[config.mk]
export PLATFORM = sky130hd
export DESIGN_NAME = hid_joystick_report_to_ui_events_core
export DESIGN_NICKNAME = d
export VERILOG_FILES = /design/src/sv/hjui_pkg.sv /design/src/sv/hjui_div.sv /design/src/sv/hid_joystick_report_to_ui_events_core.sv
export SDC_FILE = /design/constraint.sdc
export NUM_CORES = 1
export LEC_CHECK = 0
export ABC_AREA = 1
export BUFFER_PORTS_ARGS = -buffer_cell sky130_fd_sc_hd__buf_2
export CORE_UTILIZATION = 55
export DETAILED_ROUTE_END_ITERATION = 7
export PLACE_DENSITY = 0.74
export SYNTH_ARGS = -nofsm -noshare
export SYNTH_HDL_FRONTEND = slang
export SYNTH_SLANG_ARGS = --single-unit
[constraint.sdc]
create_clock -name clk -period 4.3 [get_ports clk]
set_input_delay 0.43 -clock clk [delete_from_list [all_inputs] [get_ports clk]]
set_output_delay 0.43 -clock clk [all_outputs]
set_load 0.02 [all_outputs]
[src/sv/hjui_pkg.sv]
// shared types, constants and state codes for the joystick report to ui events block
package hjui_pkg;

  localparam int NUM_STICKS_DEF = 4;

  // divider widths: |(2*v - hi - lo) * 127| stays below 2^41, |hi - lo| at most 2^32
  localparam int DVD_W = 42;
  localparam int DSR_W = 33;
  localparam int NB_W  = $clog2(DVD_W + 1);

  localparam logic [31:0] USAGE_X      = 32'h0001_0030;
  localparam logic [31:0] USAGE_Y      = 32'h0001_0031;
  localparam logic [31:0] PAGE_MASK    = 32'hffff_0000;
  localparam logic [31:0] BUTTON_PAGE  = 32'h0009_0000;
  localparam logic [7:0]  AXIS_LIMIT   = 8'd127;
  localparam logic [6:0]  DEF_THRESHOLD = 7'd63;

  // configuration register indexes
  localparam logic [2:0] CFG_THRESHOLD = 3'd0;
  localparam logic [2:0] CFG_FIRE_ONE  = 3'd1;
  localparam logic [2:0] CFG_FIRE_TWO  = 3'd2;
  localparam logic [2:0] CFG_PREV_KEY  = 3'd3;
  localparam logic [2:0] CFG_NEXT_KEY  = 3'd4;
  localparam logic [2:0] CFG_EXCLUSIVE = 3'd5;
  localparam logic [2:0] CFG_PRESENT   = 3'd6;

  // result kinds
  localparam logic [1:0] KIND_DOWN   = 2'd0;
  localparam logic [1:0] KIND_UP     = 2'd1;
  localparam logic [1:0] KIND_AXIS   = 2'd2;
  localparam logic [1:0] KIND_REPORT = 2'd3;

  localparam logic [2:0] TRG_NONE = 3'd0;

  // emit sequence: steps 0..3 buttons, 4..7 directions (step number is the trigger id)
  localparam logic [3:0] STEP_FIRST_DIR = 4'd4;
  localparam logic [3:0] STEP_AXIS      = 4'd8;
  localparam logic [3:0] STEP_REPORT    = 4'd9;

  typedef enum logic [3:0] {
    ST_IDLE,
    ST_MUL,
    ST_SCALE,
    ST_WALK,
    ST_DIVX_GO,
    ST_DIVX_WAIT,
    ST_DIVY_GO,
    ST_DIVY_WAIT,
    ST_EMIT
  } state_t;

  typedef struct packed {
    logic            start;
    logic [NB_W-1:0] nbits;
  } div_ctl_t;

endpackage

[src/sv/hjui_div.sv]
// bit-serial restoring divider on magnitudes, one quotient bit per cycle
module hjui_div (
  input  logic                        clk,
  input  logic                        rst_n,
  input  hjui_pkg::div_ctl_t          ctl,
  input  logic [hjui_pkg::DVD_W-1:0]  dividend,
  input  logic [hjui_pkg::DSR_W-1:0]  divisor,
  output logic                        done,
  output logic [hjui_pkg::DVD_W-1:0]  quotient
);

  logic                         busy_r;
  logic                         done_r;
  logic [hjui_pkg::NB_W-1:0]    cnt_r;
  logic [hjui_pkg::DVD_W-1:0]   dvd_r;
  logic [hjui_pkg::DVD_W-1:0]   quo_r;
  logic [hjui_pkg::DSR_W-1:0]   rem_r;
  logic [hjui_pkg::DSR_W-1:0]   dsr_r;
  logic [hjui_pkg::DSR_W+1:0]   trial;

  // dividend is left aligned, so only the top nbits are walked
  assign trial = {1'b0, rem_r, dvd_r[hjui_pkg::DVD_W-1]} - {2'b00, dsr_r};

  always_ff @(posedge clk) begin
    if (!rst_n) begin
      busy_r <= 1'b0;
      done_r <= 1'b0;
      cnt_r  <= '0;
    end else begin
      done_r <= 1'b0;
      if (ctl.start) begin
        busy_r <= 1'b1;
        cnt_r  <= ctl.nbits;
      end else if (busy_r) begin
        cnt_r <= cnt_r - 1'b1;
        if (cnt_r == hjui_pkg::NB_W'(1)) begin
          busy_r <= 1'b0;
          done_r <= 1'b1;
        end
      end
    end
  end

  always_ff @(posedge clk) begin
    if (ctl.start) begin
      dvd_r <= dividend;
      dsr_r <= divisor;
      rem_r <= '0;
      quo_r <= '0;
    end else if (busy_r) begin
      dvd_r <= {dvd_r[hjui_pkg::DVD_W-2:0], 1'b0};
      if (!trial[hjui_pkg::DSR_W+1]) begin
        rem_r <= trial[hjui_pkg::DSR_W-1:0];
        quo_r <= {quo_r[hjui_pkg::DVD_W-2:0], 1'b1};
      end else begin
        rem_r <= {rem_r[hjui_pkg::DSR_W-2:0], dvd_r[hjui_pkg::DVD_W-1]};
        quo_r <= {quo_r[hjui_pkg::DVD_W-2:0], 1'b0};
      end
    end
  end

  assign done     = done_r;
  assign quotient = quo_r;

endmodule

[src/sv/hid_joystick_report_to_ui_events_core.sv]
// joystick report to ui events: top level with sequencer, slot store and ui state
//
//  channel | signals                                  | handshake
//  cfg     | cfg_we, cfg_index, cfg_wdata             | write on cfg_we, no wait
//  in      | in_stick_index .. in_logical_max         | in_valid / in_ready
//  out     | out_event_kind .. out_last_event         | out_valid / out_ready
//
// the serial divider sets most of the time from one accept to the next, and output stalls add to it.
// no averaging divides run for an exclusive slot, and none run when no slot is counted.
// in_ready is high only in idle; results leave through one output register, and the
// emit steps wait while out_valid is high and out_ready low.
// reset is synchronous, clears slot store, ui state and out_valid, sets config to its defaults.
module hid_joystick_report_to_ui_events_core #(
  parameter int NUM_STICKS = hjui_pkg::NUM_STICKS_DEF
) (
  input  logic              clk,
  input  logic              rst_n,
  input  logic              cfg_we,
  input  logic [2:0]        cfg_index,
  input  logic [6:0]        cfg_wdata,
  input  logic              in_valid,
  output logic              in_ready,
  input  logic [1:0]        in_stick_index,
  input  logic [31:0]       in_usage_code,
  input  logic signed [31:0] in_report_value,
  input  logic signed [31:0] in_logical_min,
  input  logic signed [31:0] in_logical_max,
  output logic              out_valid,
  input  logic              out_ready,
  output logic [1:0]        out_event_kind,
  output logic [2:0]        out_trigger_id,
  output logic signed [7:0] out_axis_x_out,
  output logic signed [7:0] out_axis_y_out,
  output logic [7:0]        out_buttons_out,
  output logic              out_last_event
);

  localparam int IDX_W = (NUM_STICKS > 1) ? $clog2(NUM_STICKS) : 1;
  localparam int CNT_W = $clog2(NUM_STICKS + 1);
  localparam int SUM_W = 8 + CNT_W;
  localparam int DVD_W = hjui_pkg::DVD_W;
  localparam int DSR_W = hjui_pkg::DSR_W;

  // configuration
  logic [6:0] thr_cfg_r;
  logic [2:0] fire1_r, fire2_r, prev_r, next_r;
  logic [3:0] excl_mask_r, pres_mask_r;

  // slot store
  logic signed [7:0] stk_x_r [NUM_STICKS];
  logic signed [7:0] stk_y_r [NUM_STICKS];
  logic [7:0]        stk_b_r [NUM_STICKS];

  // ui state
  logic [3:0]        ui_flags_r;
  logic signed [7:0] ui_x_r, ui_y_r;

  // per item
  hjui_pkg::state_t  state_r, state_nxt;
  logic [1:0]        s_r;
  logic              is_x_r, is_y_r, is_btn_r, btn_set_r, excl_r;
  logic [2:0]        btn_bit_r;
  logic signed [34:0] num_r;
  logic signed [32:0] den_r;
  logic              neg_r;
  logic [CNT_W-1:0]  i_r;
  logic [CNT_W-1:0]  cnt_r;
  logic signed [SUM_W-1:0] sx_r, sy_r;
  logic [3:0]        nf_r;
  logic signed [7:0] nx_r, ny_r;
  logic signed [7:0] cur_x_r, cur_y_r;
  logic [7:0]        cur_b_r;
  logic [3:0]        step_r;

  // output register
  logic              out_valid_r;
  logic [1:0]        kind_r;
  logic [2:0]        trg_r;
  logic signed [7:0] ox_r, oy_r;
  logic [7:0]        ob_r;
  logic              olast_r;

  // divider
  hjui_pkg::div_ctl_t div_ctl;
  logic [DVD_W-1:0]   div_dvd;
  logic [DSR_W-1:0]   div_dsr;
  logic               div_done;
  logic [DVD_W-1:0]   div_quo;
  logic               div_neg;

  logic               acc;
  logic               idx_ok;
  logic signed [41:0] prod;
  logic               den_zero;
  logic [7:0]         sat_mag;
  logic signed [7:0]  sat_res;
  logic [SUM_W-1:0]   sum_mag;
  logic signed [SUM_W-1:0] sum_sel;

  // walk
  logic [IDX_W-1:0]   widx;
  logic               at_slot;
  logic [7:0]         wb_raw, wb;
  logic               counted;
  logic               walk_last;

  // emit
  logic signed [8:0]  thr9;
  logic [3:0]         dir_new, dir_old;
  logic               cand_now, cand_was, hit, emit_load;
  logic [1:0]         e_kind;
  logic [2:0]         e_trg;
  logic signed [7:0]  e_x, e_y;
  logic [7:0]         e_b;

  assign acc    = in_valid && in_ready;
  assign idx_ok = int'(in_stick_index) < NUM_STICKS;

  assign prod     = ({{7{num_r[34]}}, num_r} <<< 7) - {{7{num_r[34]}}, num_r};
  assign den_zero = (den_r == '0);

  // saturate the quotient magnitude and apply the sign
  assign sat_mag = (div_quo > DVD_W'(hjui_pkg::AXIS_LIMIT)) ? hjui_pkg::AXIS_LIMIT
                                                            : div_quo[7:0];
  assign sat_res = neg_r ? -$signed(sat_mag) : $signed(sat_mag);

  assign sum_sel = (state_r == hjui_pkg::ST_DIVY_GO) ? sy_r : sx_r;
  assign sum_mag = sum_sel[SUM_W-1] ? SUM_W'(-sum_sel) : SUM_W'(sum_sel);

  // walk over the slots, with the button update folded into the visit of slot s
  assign widx      = i_r[IDX_W-1:0];
  assign at_slot   = (int'(i_r) == int'(s_r));
  assign wb_raw    = stk_b_r[widx];
  always_comb begin
    wb = wb_raw;
    if (at_slot && is_btn_r) wb[btn_bit_r] = btn_set_r;
  end
  assign counted   = (int'(i_r) < 4) && pres_mask_r[2'(i_r)] && !excl_mask_r[2'(i_r)];
  assign walk_last = (int'(i_r) == NUM_STICKS - 1);

  // divider control and operands
  always_comb begin
    div_ctl.start = 1'b0;
    div_ctl.nbits = hjui_pkg::NB_W'(SUM_W);
    div_dvd       = {sum_mag, {(DVD_W - SUM_W){1'b0}}};
    div_dsr       = DSR_W'(cnt_r);
    div_neg       = sum_sel[SUM_W-1];
    unique case (state_r)
      hjui_pkg::ST_MUL: begin
        div_ctl.start = !den_zero;
        div_ctl.nbits = hjui_pkg::NB_W'(DVD_W);
        div_dvd       = prod[41] ? DVD_W'(-prod) : DVD_W'(prod);
        div_dsr       = den_r[32] ? DSR_W'(-den_r) : DSR_W'(den_r);
        div_neg       = prod[41] ^ den_r[32];
      end
      hjui_pkg::ST_DIVX_GO, hjui_pkg::ST_DIVY_GO: begin
        div_ctl.start = (cnt_r != '0);
      end
      default: ;
    endcase
  end

  hjui_div u_div (
    .clk      (clk),
    .rst_n    (rst_n),
    .ctl      (div_ctl),
    .dividend (div_dvd),
    .divisor  (div_dsr),
    .done     (div_done),
    .quotient (div_quo)
  );

  // candidate results
  assign thr9 = (cnt_r != '0) ? $signed({2'b00, thr_cfg_r})
                              : $signed({2'b00, hjui_pkg::DEF_THRESHOLD});
  assign dir_new = {ny_r <= -thr9, ny_r >= thr9, nx_r <= -thr9, nx_r >= thr9};
  assign dir_old = {ui_y_r <= -thr9, ui_y_r >= thr9, ui_x_r <= -thr9, ui_x_r >= thr9};

  always_comb begin
    cand_now = 1'b0;
    cand_was = 1'b0;
    hit      = 1'b0;
    e_kind   = hjui_pkg::KIND_REPORT;
    e_trg    = hjui_pkg::TRG_NONE;
    e_x      = '0;
    e_y      = '0;
    e_b      = '0;
    priority if (step_r < hjui_pkg::STEP_FIRST_DIR) begin
      cand_now = nf_r[step_r[1:0]];
      cand_was = ui_flags_r[step_r[1:0]];
      hit      = !excl_r && (cand_now != cand_was);
      e_kind   = cand_now ? hjui_pkg::KIND_DOWN : hjui_pkg::KIND_UP;
      e_trg    = step_r[2:0];
    end else if (step_r < hjui_pkg::STEP_AXIS) begin
      cand_now = dir_new[step_r[1:0]];
      cand_was = dir_old[step_r[1:0]];
      hit      = !excl_r && (cand_now != cand_was);
      e_kind   = cand_now ? hjui_pkg::KIND_DOWN : hjui_pkg::KIND_UP;
      e_trg    = step_r[2:0];
    end else if (step_r == hjui_pkg::STEP_AXIS) begin
      hit    = !excl_r && ((nx_r != ui_x_r) || (ny_r != ui_y_r));
      e_kind = hjui_pkg::KIND_AXIS;
      e_x    = nx_r;
      e_y    = ny_r;
    end else begin
      hit    = 1'b1;
      e_kind = hjui_pkg::KIND_REPORT;
      e_x    = cur_x_r;
      e_y    = cur_y_r;
      e_b    = cur_b_r;
    end
  end

  assign emit_load = (state_r == hjui_pkg::ST_EMIT) && hit && (!out_valid_r || out_ready);

  // next state
  always_comb begin
    state_nxt = state_r;
    unique case (state_r)
      hjui_pkg::ST_IDLE:
        if (acc && idx_ok) begin
          if ((in_usage_code == hjui_pkg::USAGE_X) || (in_usage_code == hjui_pkg::USAGE_Y))
            state_nxt = hjui_pkg::ST_MUL;
          else
            state_nxt = hjui_pkg::ST_WALK;
        end
      hjui_pkg::ST_MUL:
        state_nxt = den_zero ? hjui_pkg::ST_WALK : hjui_pkg::ST_SCALE;
      hjui_pkg::ST_SCALE:
        if (div_done) state_nxt = hjui_pkg::ST_WALK;
      hjui_pkg::ST_WALK:
        if (walk_last) state_nxt = excl_r ? hjui_pkg::ST_EMIT : hjui_pkg::ST_DIVX_GO;
      hjui_pkg::ST_DIVX_GO:
        state_nxt = (cnt_r != '0) ? hjui_pkg::ST_DIVX_WAIT : hjui_pkg::ST_EMIT;
      hjui_pkg::ST_DIVX_WAIT:
        if (div_done) state_nxt = hjui_pkg::ST_DIVY_GO;
      hjui_pkg::ST_DIVY_GO:
        state_nxt = hjui_pkg::ST_DIVY_WAIT;
      hjui_pkg::ST_DIVY_WAIT:
        if (div_done) state_nxt = hjui_pkg::ST_EMIT;
      hjui_pkg::ST_EMIT:
        if (emit_load && (step_r == hjui_pkg::STEP_REPORT)) state_nxt = hjui_pkg::ST_IDLE;
      default: state_nxt = hjui_pkg::ST_IDLE;
    endcase
  end

  // outputs of the sequencer
  always_comb begin
    in_ready = (state_r == hjui_pkg::ST_IDLE);
  end

  always_ff @(posedge clk) begin
    if (!rst_n) state_r <= hjui_pkg::ST_IDLE;
    else        state_r <= state_nxt;
  end

  // configuration registers
  always_ff @(posedge clk) begin
    if (!rst_n) begin
      thr_cfg_r   <= hjui_pkg::DEF_THRESHOLD;
      fire1_r     <= 3'd0;
      fire2_r     <= 3'd1;
      prev_r      <= 3'd4;
      next_r      <= 3'd5;
      excl_mask_r <= '0;
      pres_mask_r <= '0;
    end else if (cfg_we) begin
      unique case (cfg_index)
        hjui_pkg::CFG_THRESHOLD: thr_cfg_r   <= cfg_wdata;
        hjui_pkg::CFG_FIRE_ONE:  fire1_r     <= cfg_wdata[2:0];
        hjui_pkg::CFG_FIRE_TWO:  fire2_r     <= cfg_wdata[2:0];
        hjui_pkg::CFG_PREV_KEY:  prev_r      <= cfg_wdata[2:0];
        hjui_pkg::CFG_NEXT_KEY:  next_r      <= cfg_wdata[2:0];
        hjui_pkg::CFG_EXCLUSIVE: excl_mask_r <= cfg_wdata[3:0];
        hjui_pkg::CFG_PRESENT:   pres_mask_r <= cfg_wdata[3:0];
        default: ;
      endcase
    end
  end

  // slot store
  always_ff @(posedge clk) begin
    if (!rst_n) begin
      for (int k = 0; k < NUM_STICKS; k++) begin
        stk_x_r[k] <= '0;
        stk_y_r[k] <= '0;
        stk_b_r[k] <= '0;
      end
    end else begin
      for (int k = 0; k < NUM_STICKS; k++) begin
        if (k == int'(s_r)) begin
          if ((state_r == hjui_pkg::ST_MUL && den_zero) ||
              (state_r == hjui_pkg::ST_SCALE && div_done)) begin
            if (is_x_r) stk_x_r[k] <= (state_r == hjui_pkg::ST_MUL) ? 8'sd0 : sat_res;
            if (is_y_r) stk_y_r[k] <= (state_r == hjui_pkg::ST_MUL) ? 8'sd0 : sat_res;
          end
          if (state_r == hjui_pkg::ST_WALK && at_slot && is_btn_r) stk_b_r[k] <= wb;
        end
      end
    end
  end

  // item capture, walk, averaging
  always_ff @(posedge clk) begin
    if (acc) begin
      s_r       <= in_stick_index;
      is_x_r    <= (in_usage_code == hjui_pkg::USAGE_X);
      is_y_r    <= (in_usage_code == hjui_pkg::USAGE_Y);
      is_btn_r  <= ((in_usage_code & hjui_pkg::PAGE_MASK) == hjui_pkg::BUTTON_PAGE) &&
                   (in_usage_code[15:0] >= 16'd1) && (in_usage_code[15:0] <= 16'd8);
      btn_bit_r <= 3'(in_usage_code[3:0] - 4'd1);
      btn_set_r <= (in_report_value != '0);
      excl_r    <= excl_mask_r[in_stick_index];
      num_r     <= {{2{in_report_value[31]}}, in_report_value, 1'b0}
                   - {{3{in_logical_max[31]}}, in_logical_max}
                   - {{3{in_logical_min[31]}}, in_logical_min};
      den_r     <= {in_logical_max[31], in_logical_max} - {in_logical_min[31], in_logical_min};
      i_r       <= '0;
      cnt_r     <= '0;
      sx_r      <= '0;
      sy_r      <= '0;
      nf_r      <= '0;
      nx_r      <= '0;
      ny_r      <= '0;
      step_r    <= '0;
    end
    if (state_r == hjui_pkg::ST_MUL) neg_r <= div_neg;
    if (state_r == hjui_pkg::ST_DIVX_GO || state_r == hjui_pkg::ST_DIVY_GO) neg_r <= div_neg;
    if (state_r == hjui_pkg::ST_WALK) begin
      i_r <= i_r + 1'b1;
      if (at_slot) begin
        cur_x_r <= stk_x_r[widx];
        cur_y_r <= stk_y_r[widx];
        cur_b_r <= wb;
      end
      if (counted) begin
        sx_r  <= sx_r + {{(SUM_W-8){stk_x_r[widx][7]}}, stk_x_r[widx]};
        sy_r  <= sy_r + {{(SUM_W-8){stk_y_r[widx][7]}}, stk_y_r[widx]};
        cnt_r <= cnt_r + 1'b1;
        nf_r  <= nf_r | {wb[next_r], wb[prev_r], wb[fire2_r], wb[fire1_r]};
      end
    end
    if (state_r == hjui_pkg::ST_DIVX_WAIT && div_done) nx_r <= sat_res;
    if (state_r == hjui_pkg::ST_DIVY_WAIT && div_done) ny_r <= sat_res;
    if (state_r == hjui_pkg::ST_EMIT && (emit_load || !hit)) step_r <= step_r + 1'b1;
  end

  // ui state, committed with the final result unless the slot is exclusive
  always_ff @(posedge clk) begin
    if (!rst_n) begin
      ui_flags_r <= '0;
      ui_x_r     <= '0;
      ui_y_r     <= '0;
    end else if (emit_load && (step_r == hjui_pkg::STEP_REPORT) && !excl_r) begin
      ui_flags_r <= nf_r;
      ui_x_r     <= nx_r;
      ui_y_r     <= ny_r;
    end
  end

  // output register
  always_ff @(posedge clk) begin
    if (!rst_n) out_valid_r <= 1'b0;
    else if (emit_load) out_valid_r <= 1'b1;
    else if (out_ready) out_valid_r <= 1'b0;
  end

  always_ff @(posedge clk) begin
    if (emit_load) begin
      kind_r  <= e_kind;
      trg_r   <= e_trg;
      ox_r    <= e_x;
      oy_r    <= e_y;
      ob_r    <= e_b;
      olast_r <= (step_r == hjui_pkg::STEP_REPORT);
    end
  end

  assign out_valid       = out_valid_r;
  assign out_event_kind  = kind_r;
  assign out_trigger_id  = trg_r;
  assign out_axis_x_out  = ox_r;
  assign out_axis_y_out  = oy_r;
  assign out_buttons_out = ob_r;
  assign out_last_event  = olast_r;

endmodule
Word-level counts from Yosys, hierarchy flattened
Memories as Yosys holds them, arrays and structs flattened. A register that Yosys moved wholly into a read port is not among the register bits.
Cells that the tools add are included.
{ "totals": {"ff_bits": 395, "ramBits": 96, "inputBits": 145, "out_inout_bits": 32, "word_cells": 353, "mem_count": 3} }
{ "mem_list": {"columns": ["name", "words", "word_bits", "read_ports", "rd_clocked_by_memory_dff", "wr", "line_no", "source"], "rows": [
  ["stk_b_r", 4, 8, 1, 1, 4, "hid_joystick_report_to_ui_events_core.sv:52", "logic [7:0] stk_b_r [NUM_STICKS];"],
  ["stk_x_r", 4, 8, 1, 1, 4, "hid_joystick_report_to_ui_events_core.sv:50", "logic signed [7:0] stk_x_r [NUM_STICKS];"],
  ["stk_y_r", 4, 8, 1, 1, 4, "hid_joystick_report_to_ui_events_core.sv:51", "logic signed [7:0] stk_y_r [NUM_STICKS];"]
]} }
{ "op_classes": {"addsub": 17, "magnitude_cmp": 23, "n_eq_ne": 35, "muxes": 152, "bitwise": 16, "reduce_logical": 59} }
{ "op_table": {"columns": ["operator", "count"], "rows": [
  ["two-way mux 42 bit", 4],
  ["two-way mux 8 bit", 21],
  ["two-way mux 11 bit", 8],
  ["two-way mux 1 bit", 71],
  ["equality test 32 x 17 -> 1 bit, second input constant", 2],
  ["two-way mux 4 bit", 13],
  ["> comparator 42 x 7 -> 1 bit, second input constant", 1],
  ["negation 42 bit", 1],
  ["subtractor 42 bit", 1],
  ["less-or-equal comparator 8 x 9 -> 1 bit", 4],
  ["case mux 4 bit (9 select lines)", 1],
  ["subtractor 34 x 32 -> 35 bit", 1],
  ["subtractor 34 x 33 -> 35 bit", 1],
  ["subtractor 33 x 32 -> 34 bit", 1],
  ["zero test 33 bit", 1],
  ["two-way mux 33 bit", 1],
  ["negation 33 bit", 1],
  ["subtractor 32 x 32 -> 33 bit", 1],
  [">= comparator 8 bit", 4],
  ["two-way mux 32 bit", 1],
  ["nonzero test 32 bit", 1],
  ["two-way mux 3 bit", 8],
  ["adder 11 bit", 2],
  ["logical AND 1 bit", 21],
  ["other kinds (54)", 131]
]} }

Depth between registers and ports, before layout
Gate-level depths: netlist (run 1).
{ "logic_depth": {"word_depth": 15, "ltp_mapped": 34, "ltp_nobuf": 33} }

Cells and area by module
Synthesis (run 1) repeated with hierarchy kept, for this count alone.
{ "unflattened": {"hier_cells": 4678, "area_unflattened_um2": 34926.0} }
{ "modules_own_cells": {"columns": ["module", "n_inst", "cells_each", "area_each_um2", "seq_area_each_um2"], "rows": [
  ["hid_joystick_report_to_ui_events_core", 1, 3480, 26196.4, 9228.9],
  ["hjui_div", 1, 1198, 8729.6, 3913.8]
]} }

Least setup slack after synthesis (run 1)
Ideal clock, no wire load.
{ "synth_timing": {"path_kind": "flip-flop to flip-flop", "start": "reg den_r[0]", "end": "reg u_div.dvd_r[0] (netlist name) (enable)", "setup_time_ns": 0.527, "t_arrival_ns": 3.864, "t_required_ns": 3.773, "setup_slack_ns": -0.091, "path_stages_with_launch": 26, "n_path_buf": 1, "synth_period_minus_slack_ns": 4.391, "path_cell_list": "edfxtp_1 -> inv_1 -> ha_1 -> inv_1 -> nor3_1 -> inv_1 -> nor3_2 -> nand3_1 -> nor3_1 -> inv_1 -> nor3_2 -> nand2_1 -> inv_1 -> nand2_1 -> inv_2 -> nand2_1 -> nor3_2 -> nand2_1 -> nor3_1 -> ha_1 -> nor2_1 -> inv_1 -> nand2_1 -> nor2_1 -> inv_1 -> clkbuf_1"} }
{ "synth_between": {"elab_chain_cells": 4} }
{ "synth_rtl": {"columns": ["element", "line_no", "source"], "rows": [
  ["start, declared", "hid_joystick_report_to_ui_events_core.sv:64", "logic signed [32:0] den_r;"],
  ["start signal, assigned", "hid_joystick_report_to_ui_events_core.sv:317", "den_r <= {in_logical_max[31], in_logical_max} - {in_logical_min[31], in_logical_min};"],
  ["zero test 33 bit", "hid_joystick_report_to_ui_events_core.sv:120", "assign den_zero = (den_r == '0);"],
  ["zero test 1 bit", "hid_joystick_report_to_ui_events_core.sv:150", "div_ctl.start = !den_zero;"],
  ["case mux 1 bit (2 select lines)", "hid_joystick_report_to_ui_events_core.sv:148", "unique case (state_r)"],
  ["nonzero test 2 bit (no line)", null, null],
  ["end signal, assigned", "hjui_div.sv:46", "dvd_r <= dividend;"],
  ["end signal, assigned", "hjui_div.sv:51", "dvd_r <= {dvd_r[hjui_pkg::DVD_W-2:0], 1'b0};"],
  ["end, declared", "hjui_div.sv:15", "logic [hjui_pkg::DVD_W-1:0] dvd_r;"]
]} }
No other way between the ends.
A chain may end at the register's enable or synchronous reset.

Final worst setup path (run 1)
{ "layout_timing": {"start": "reg num_r[0]", "end": "reg u_div.dvd_r[41] (netlist name) (data pin)"} }
{ "layout_between": {"elab_chain_cells": 5} }
{ "layout_rtl": {"columns": ["element", "line_no", "source"], "rows": [
  ["start, declared", "hid_joystick_report_to_ui_events_core.sv:63", "logic signed [34:0] num_r;"],
  ["start signal, assigned", "hid_joystick_report_to_ui_events_core.sv:314", "num_r <= {{2{in_report_value[31]}}, in_report_value, 1'b0}"],
  ["subtractor 42 bit *", "hid_joystick_report_to_ui_events_core.sv:119", "assign prod = ({{7{num_r[34]}}, num_r} <<< 7) - {{7{num_r[34]}}, num_r};"],
  ["negation 42 bit", "hid_joystick_report_to_ui_events_core.sv:152", "div_dvd = prod[41] ? DVD_W'(-prod) : DVD_W'(prod);"],
  ["two-way mux 42 bit *", "hid_joystick_report_to_ui_events_core.sv:152", null],
  ["two-way mux 42 bit *", "hid_joystick_report_to_ui_events_core.sv:148", null],
  ["two-way mux 42 bit *", "hjui_div.sv:45", "if (ctl.start) begin"]
]} }
Every way passes the cells marked *; elsewhere a longest branch is shown, timed or not.

==> metrics.txt, run 1 <==
Slew @ Worst Pin 0.956 ns; IO Pins 177; combinational share of power 0.485; Setup CP Type reg2reg; Antenna diodes 0; most frequent cell after synthesis nand2_1; Reg clk slew, reported paths 0.06 ns; Synth cell types 69; VDD IR max 0.000372 V; RSZ-0062 raised after global routing yes; DR vias/cell 5.56; CTS tree built; async set-reset flop share out of synthesis 0; crit end category flip-flop; first-pass GRT wire length 134000 um; CP Launch Type flip-flop; clk_skew around 0.021 ns; HP Class in2reg; port buffer count ~180; crit share post-route 0.950; DPL Wire Length ~64000 um; chip width 248 um; initial antenna violation count 3; total gr overflow 0; Max FO, Critical Path 5; total wire length about 85000 um; overall power approximately 23 mW; Net Switching 10.0 mW; power per cell area approximately 610 mW/mm2; Synth Register Bits a little under 500; root buffer cell clkbuf_16; htree depth 2; layout cells sized above 1 0.102; final hold vios 0; WL per Instance 16.3 um; area growth from synthesis to layout 11.7%; starting density of the core 0.560; required time worst endpoint 4.76 ns; Post-Place Worst Slack 0.0949 ns; die height 248 um; Slew Limit Fails 0; vias in the first global route 26.5k; CP Launch Point num_r[0]; clock group share of total power 0.205; non-filler cells, final 5200; hold path startpoint cfg_wdata[5]; Final #Nets 4818; largest net degree at the start of global routing 72; Rel. slew slack 0.362; top cell type's share of synthesized area 0.295; setup ws final 0.216 ns; setup_tns 0 ns; gp weighted congestion 0.947; CORE AREA 0.0595 mm2; Primary FF master, synth edfxtp_1; # setup viols final 0; sequential area share after synthesis 0.394; # clock sinks 493; clock tree buffer depth 3; number of flops mapped to enable cells by yosys ~330; GRT Resource Usage Total 0.271; DRC 0; # hold bufs at CTS 0; via count roughly 29k; Critical R2R Launch num_r[0]; Syn Nets 4640; Placed Cells 5099; First-pass DRT Iterations 8; Final ANT Viol Nets 0; worst skew pair latency roughly 0.61 ns; f_max 245 MHz; sequential power share 0.310; Lkg Pwr 17.0 nW; sw frac 0.442; status completed; drt initial violations 2573; Post-Syn Instances 4208; maxcap violations 0; largest cells by area after synthesis edfxtp_1, dfxtp_1, ha_1; mean post-synth cell area 7.92 um2; top post-synthesis cells by count nand2_1, inv_1, nor2_1; num rows slightly below 90; die area slightly above 0.06 mm2; TritonCTS Buffers 52; minimum period implied by the final worst setup slack 4.08 ns; internal power component 12.6 mW; Yosys warnings 0; Hold WS 0.0490 ns; Cell Area, Synth 0.0333 mm2; WP data arrival 4.54 ns; largest area contributor in the netlist edfxtp_1
## metal layers
layer  wire length, um  track usage  part of all wire
met5                 0            0                 0
met4              2210       0.0782             0.026
met3              6000       0.0277             0.071
met2             37800        0.428              0.45
met1             38700        0.393              0.46
## placed cells by master (no fill, tap or decap), types with 131 or more instances in the layout
cell type    n
dfxtp_1    165
ha_1       243
inv_1      640
nand3_1    175
buf_2      176
o21ai_0    277
xor2_1     131
nand2_1    730
a21oi_1    284
nor2_1     497
edfxtp_1   327
## state kept, by name, summed over array words and instances (netlist names), 11 cells and up, named ones only
| register | count |
|---|---|
| sy_r | 11 |
| den_r | 33 |
| num_r | 35 |
| stk_b_r | 32 |
| sx_r | 11 |
| u_div.dsr_r | 33 |
| u_div.dvd_r | 42 |
| u_div.rem_r | 33 |
| stk_y_r | 32 |
| u_div.quotient | 42 |
| stk_x_r | 32 |
## final timing paths
path / depth (start not counted) / slack (ns) / endpoint
worst min register to register: 2 / 0.48 / u_div.rem_r[24]
worst max register to register: 19 / 0.22 / u_div.dvd_r[41]
worst min-delay path: 3 / 0.05 / thr_cfg_r[5]
worst max-delay path: 19 / 0.22 / u_div.dvd_r[41]
## layout make-up
class	count	area [um2]
flip-flops and latches	493	13100
multi-input cells	2948	17500
clock buffers	60	1410
fillers	5203	22300
clock inverters	35	355
inverters	667	2510
well taps	773	967
repair buffers	224	1350
## cells by family (layout without fill, tap and decap cells)
kind of cell    Yosys count  count (layout)  share of synthesized area
simple gates           1651            1651                      0.213
compound gates          832             832                      0.141
buf+inv                 767             986                     0.0880
flops                   493             493                      0.394
fa+ha+maj               287             287                      0.116
xor+xnor                178             178                     0.0475
## critical path, stage by stage, from the launching register on
cell      delay, ns
edfxtp_1       0.48
inv_2          0.17
ha_1           0.23
nand2_1        0.11
nor2_1         0.29
nand2_1        0.12
nor2_1         0.17
nor2_2         0.08
o21ai_1        0.27
nand3_1        0.13
nand2_1        0.13
xnor2_1        0.16
inv_1          0.12
nor2_1         0.16
nand3_1        0.13
nor2_1         0.16
nand4_1        0.25
nor4_1         0.48
a21oi_1        0.17
nor2_1         0.12
## power by group through the flow
stage	clock (mW)	sequential, mW	combinational (mW)
detailed placement	0	7.09	10.7
floorplan	0	6.87	8.00
finish	4.64	7.02	11.0
CTS	4.69	7.01	10.7
global placement	0	7.08	10.5
global route	4.88	7.12	12.2
## repair_timing
item / 4_1_cts / 5_1_grt
resized for setup: 0 / 53
setup endpoints to repair: 0 / 352
setup buffers: 0 / 4
## per-stage QoR
stage	cell area [um2]	util
2_1_floorplan	33300	-
3_3_place_gp	35100	0.591
3_5_place_dp	35100	0.591
4_1_cts	36900	0.620
5_1_grt	37200	0.626
6_report	37200	0.626
Note: power is estimated with default switching activity, not from simulation.
==> inputs of run 2 (changes only) <==
--- a/config.mk
+++ b/config.mk
@@ -7,7 +7,9 @@
 export LEC_CHECK = 0
 export ABC_AREA = 1
 export BUFFER_PORTS_ARGS = -buffer_cell sky130_fd_sc_hd__buf_2
+export CORE_ASPECT_RATIO = 0.9
 export CORE_UTILIZATION = 55
+export CTS_BUF_LIST = sky130_fd_sc_hd__clkbuf_4 sky130_fd_sc_hd__clkbuf_8
 export DETAILED_ROUTE_END_ITERATION = 7
 export PLACE_DENSITY = 0.74
 export SYNTH_ARGS = -nofsm -noshare
==> run 2 against run 1 <==
Count of clock-buffer cells in the layout up 64. Non-clock buffer count up 5. Register-to-register slack worse by 0.07 ns. First-iteration DRC count up 5.5%. Largest power group unchanged. Via count up 0.35%. Setup slack worse by 0.067 ns. Global-route usage up 1.1 points. Sequential share of layout area down 0.11 points.
==> metrics.txt, run 2 (same netlist as run 1, synthesis figures left out) <==
Lkg Pwr 17.2 nW; status completed; reg2reg path depth 32; internal power component 12.6 mW; TritonCTS Buffers 83; post-layout util 0.623; starting density of the core 0.557; clk_skew 0.0463 ns; # clock sinks 493; # setup viols final 0; chip width 261 um; layout cells sized above 1 0.110; Net Switching around 10 mW; WL per Instance approximately 17 um; crit end category flip-flop; maxcap violations 0; root buffer cell clkbuf_8; Slew Limit Fails 0; total gr overflow 0; port buffer count approximately 180; power per cell area slightly above 600 mW/mm2; vias in the first global route 26.3k; crit share post-route 0.965; First-pass DRT Iterations 6; total wire length roughly 88000 um; htree depth 3; worst skew pair latency roughly 0.7 ns; clock group share of total power 0.201; die area 0.0616 mm2; CTS tree built; final hold vios 0; Crit path depth 32; via count between 20k and 30k; combinational share of power 0.492; largest net degree at the start of global routing 84; clock tree buffer depth 3; first-pass GRT wire length 138000 um; f_max around 240 MHz; DPL Wire Length 66900 um; storage element area 0.0131 mm2; sequential power share 0.307; CP top delay family simple AND/OR/NAND/NOR gates; Max stage delay on crit path between 0.3 and 0.4 ns; gp weighted congestion a little over 1; required time worst endpoint 4.88 ns; DR vias/cell roughly 5.5; die height 236 um; Rel. slew slack 0.378; setup_tns 0 ns; minimum period implied by the final worst setup slack roughly 4.2 ns; cell repeated most along the worst path nand2_1; CP Launch Type flip-flop; DRC 0; Final ANT Viol Nets 0; initial antenna violation count 1; IO Pins 177; Reg clk slew, reported paths 0.07 ns; area growth from synthesis to layout 12.0%; buffer and inverter count on the worst path 5; filler instances around 5.3k; CORE AREA 0.0599 mm2; Final #Nets 4854; num rows 85; GRT Resource Usage Total 0.281; Slew @ Worst Pin 0.929 ns; area occupied by multi-input gates 0.0174 mm2; Max FO, Critical Path 8; sw frac 0.449; commonest non-fill, non-tap cells in the layout nand2_1, inv_1, nor2_1; drt initial violations 2715; Setup CP Type reg2reg; Critical Path Slowest Stage Cell dfxtp_1; HP Class in2reg; commonest non-fill, non-tap cell in the layout nand2_1; hold depth 3; WP data arrival 4.73 ns; VDD IR max 0.000354 V
[run 2: layer usage]
layer	vias up	track usage	share of wire
li1	14435	-	-
met1	13267	0.424	0.46
met2	1180	0.425	0.44
met3	112	0.0399	0.080
met4	0	0.0638	0.018
met5	-	0	0
[run 2: final cells by class]
cell class,instances,area share
multi-input cells,2948,0.466
diodes,2,0.000134
inverters,667,0.0672
well taps,783,0.0262
clock buffers,124,0.0410
flip-flops and latches,493,0.352
clock inverters,30,0.00811
repair buffers,229,0.0391
[run 2: path summary, 6_finish.rpt]
kind / startpoint / endpoint / slack (ns)
hold reg to reg: u_div.rem_r[16] / u_div.rem_r[16] / 0.47
setup / recovery: cnt_r[0] / ui_x_r[4] / 0.15
hold / removal: cfg_wdata[3] / excl_mask_r[3] / 0.07
setup reg to reg: cnt_r[0] / ui_x_r[4] / 0.15
[run 2: power by group through the flow]
stage	clock network, mW	logic (mW)	registers (mW)
after detailed placement	0	11.0	7.07
after CTS	4.66	11.0	6.99
after floorplan	0	8.00	6.87
after global placement	0	10.8	7.07
final	4.60	11.2	7.02
after global routing	4.86	12.5	7.10
[run 2: timing repair]
item | 4_1_cts | 5_1_grt
resized for setup | 0 | 32
buffers inserted | 0 | 2
setup endpoints to repair | 0 | 385
hold buffers | 6 | 0
endpoints found under the hold margin | 6 | 0
[run 2: stage by stage]
stage          instances  instance area (um2)  hold slack, ns  total power [mW]  setup slack, ns
2_1_floorplan       4208                33300           0.445              14.9            0.116
3_3_place_gp        5110                35200           0.457              17.9            0.120
3_5_place_dp        5110                35200           0.460              18.0           0.0676
4_1_cts             5270                37100          0.0236              22.7           0.0519
5_1_grt             5275                37300          0.0427              24.4          -0.0467
6_report            5276                37300          0.0684              22.9            0.150
[run 2: tightest hold or removal path, cell delays in order]
cell and delay (ns):
buf_2 0.15, nor2_1 0.06, nor2_1 0.08
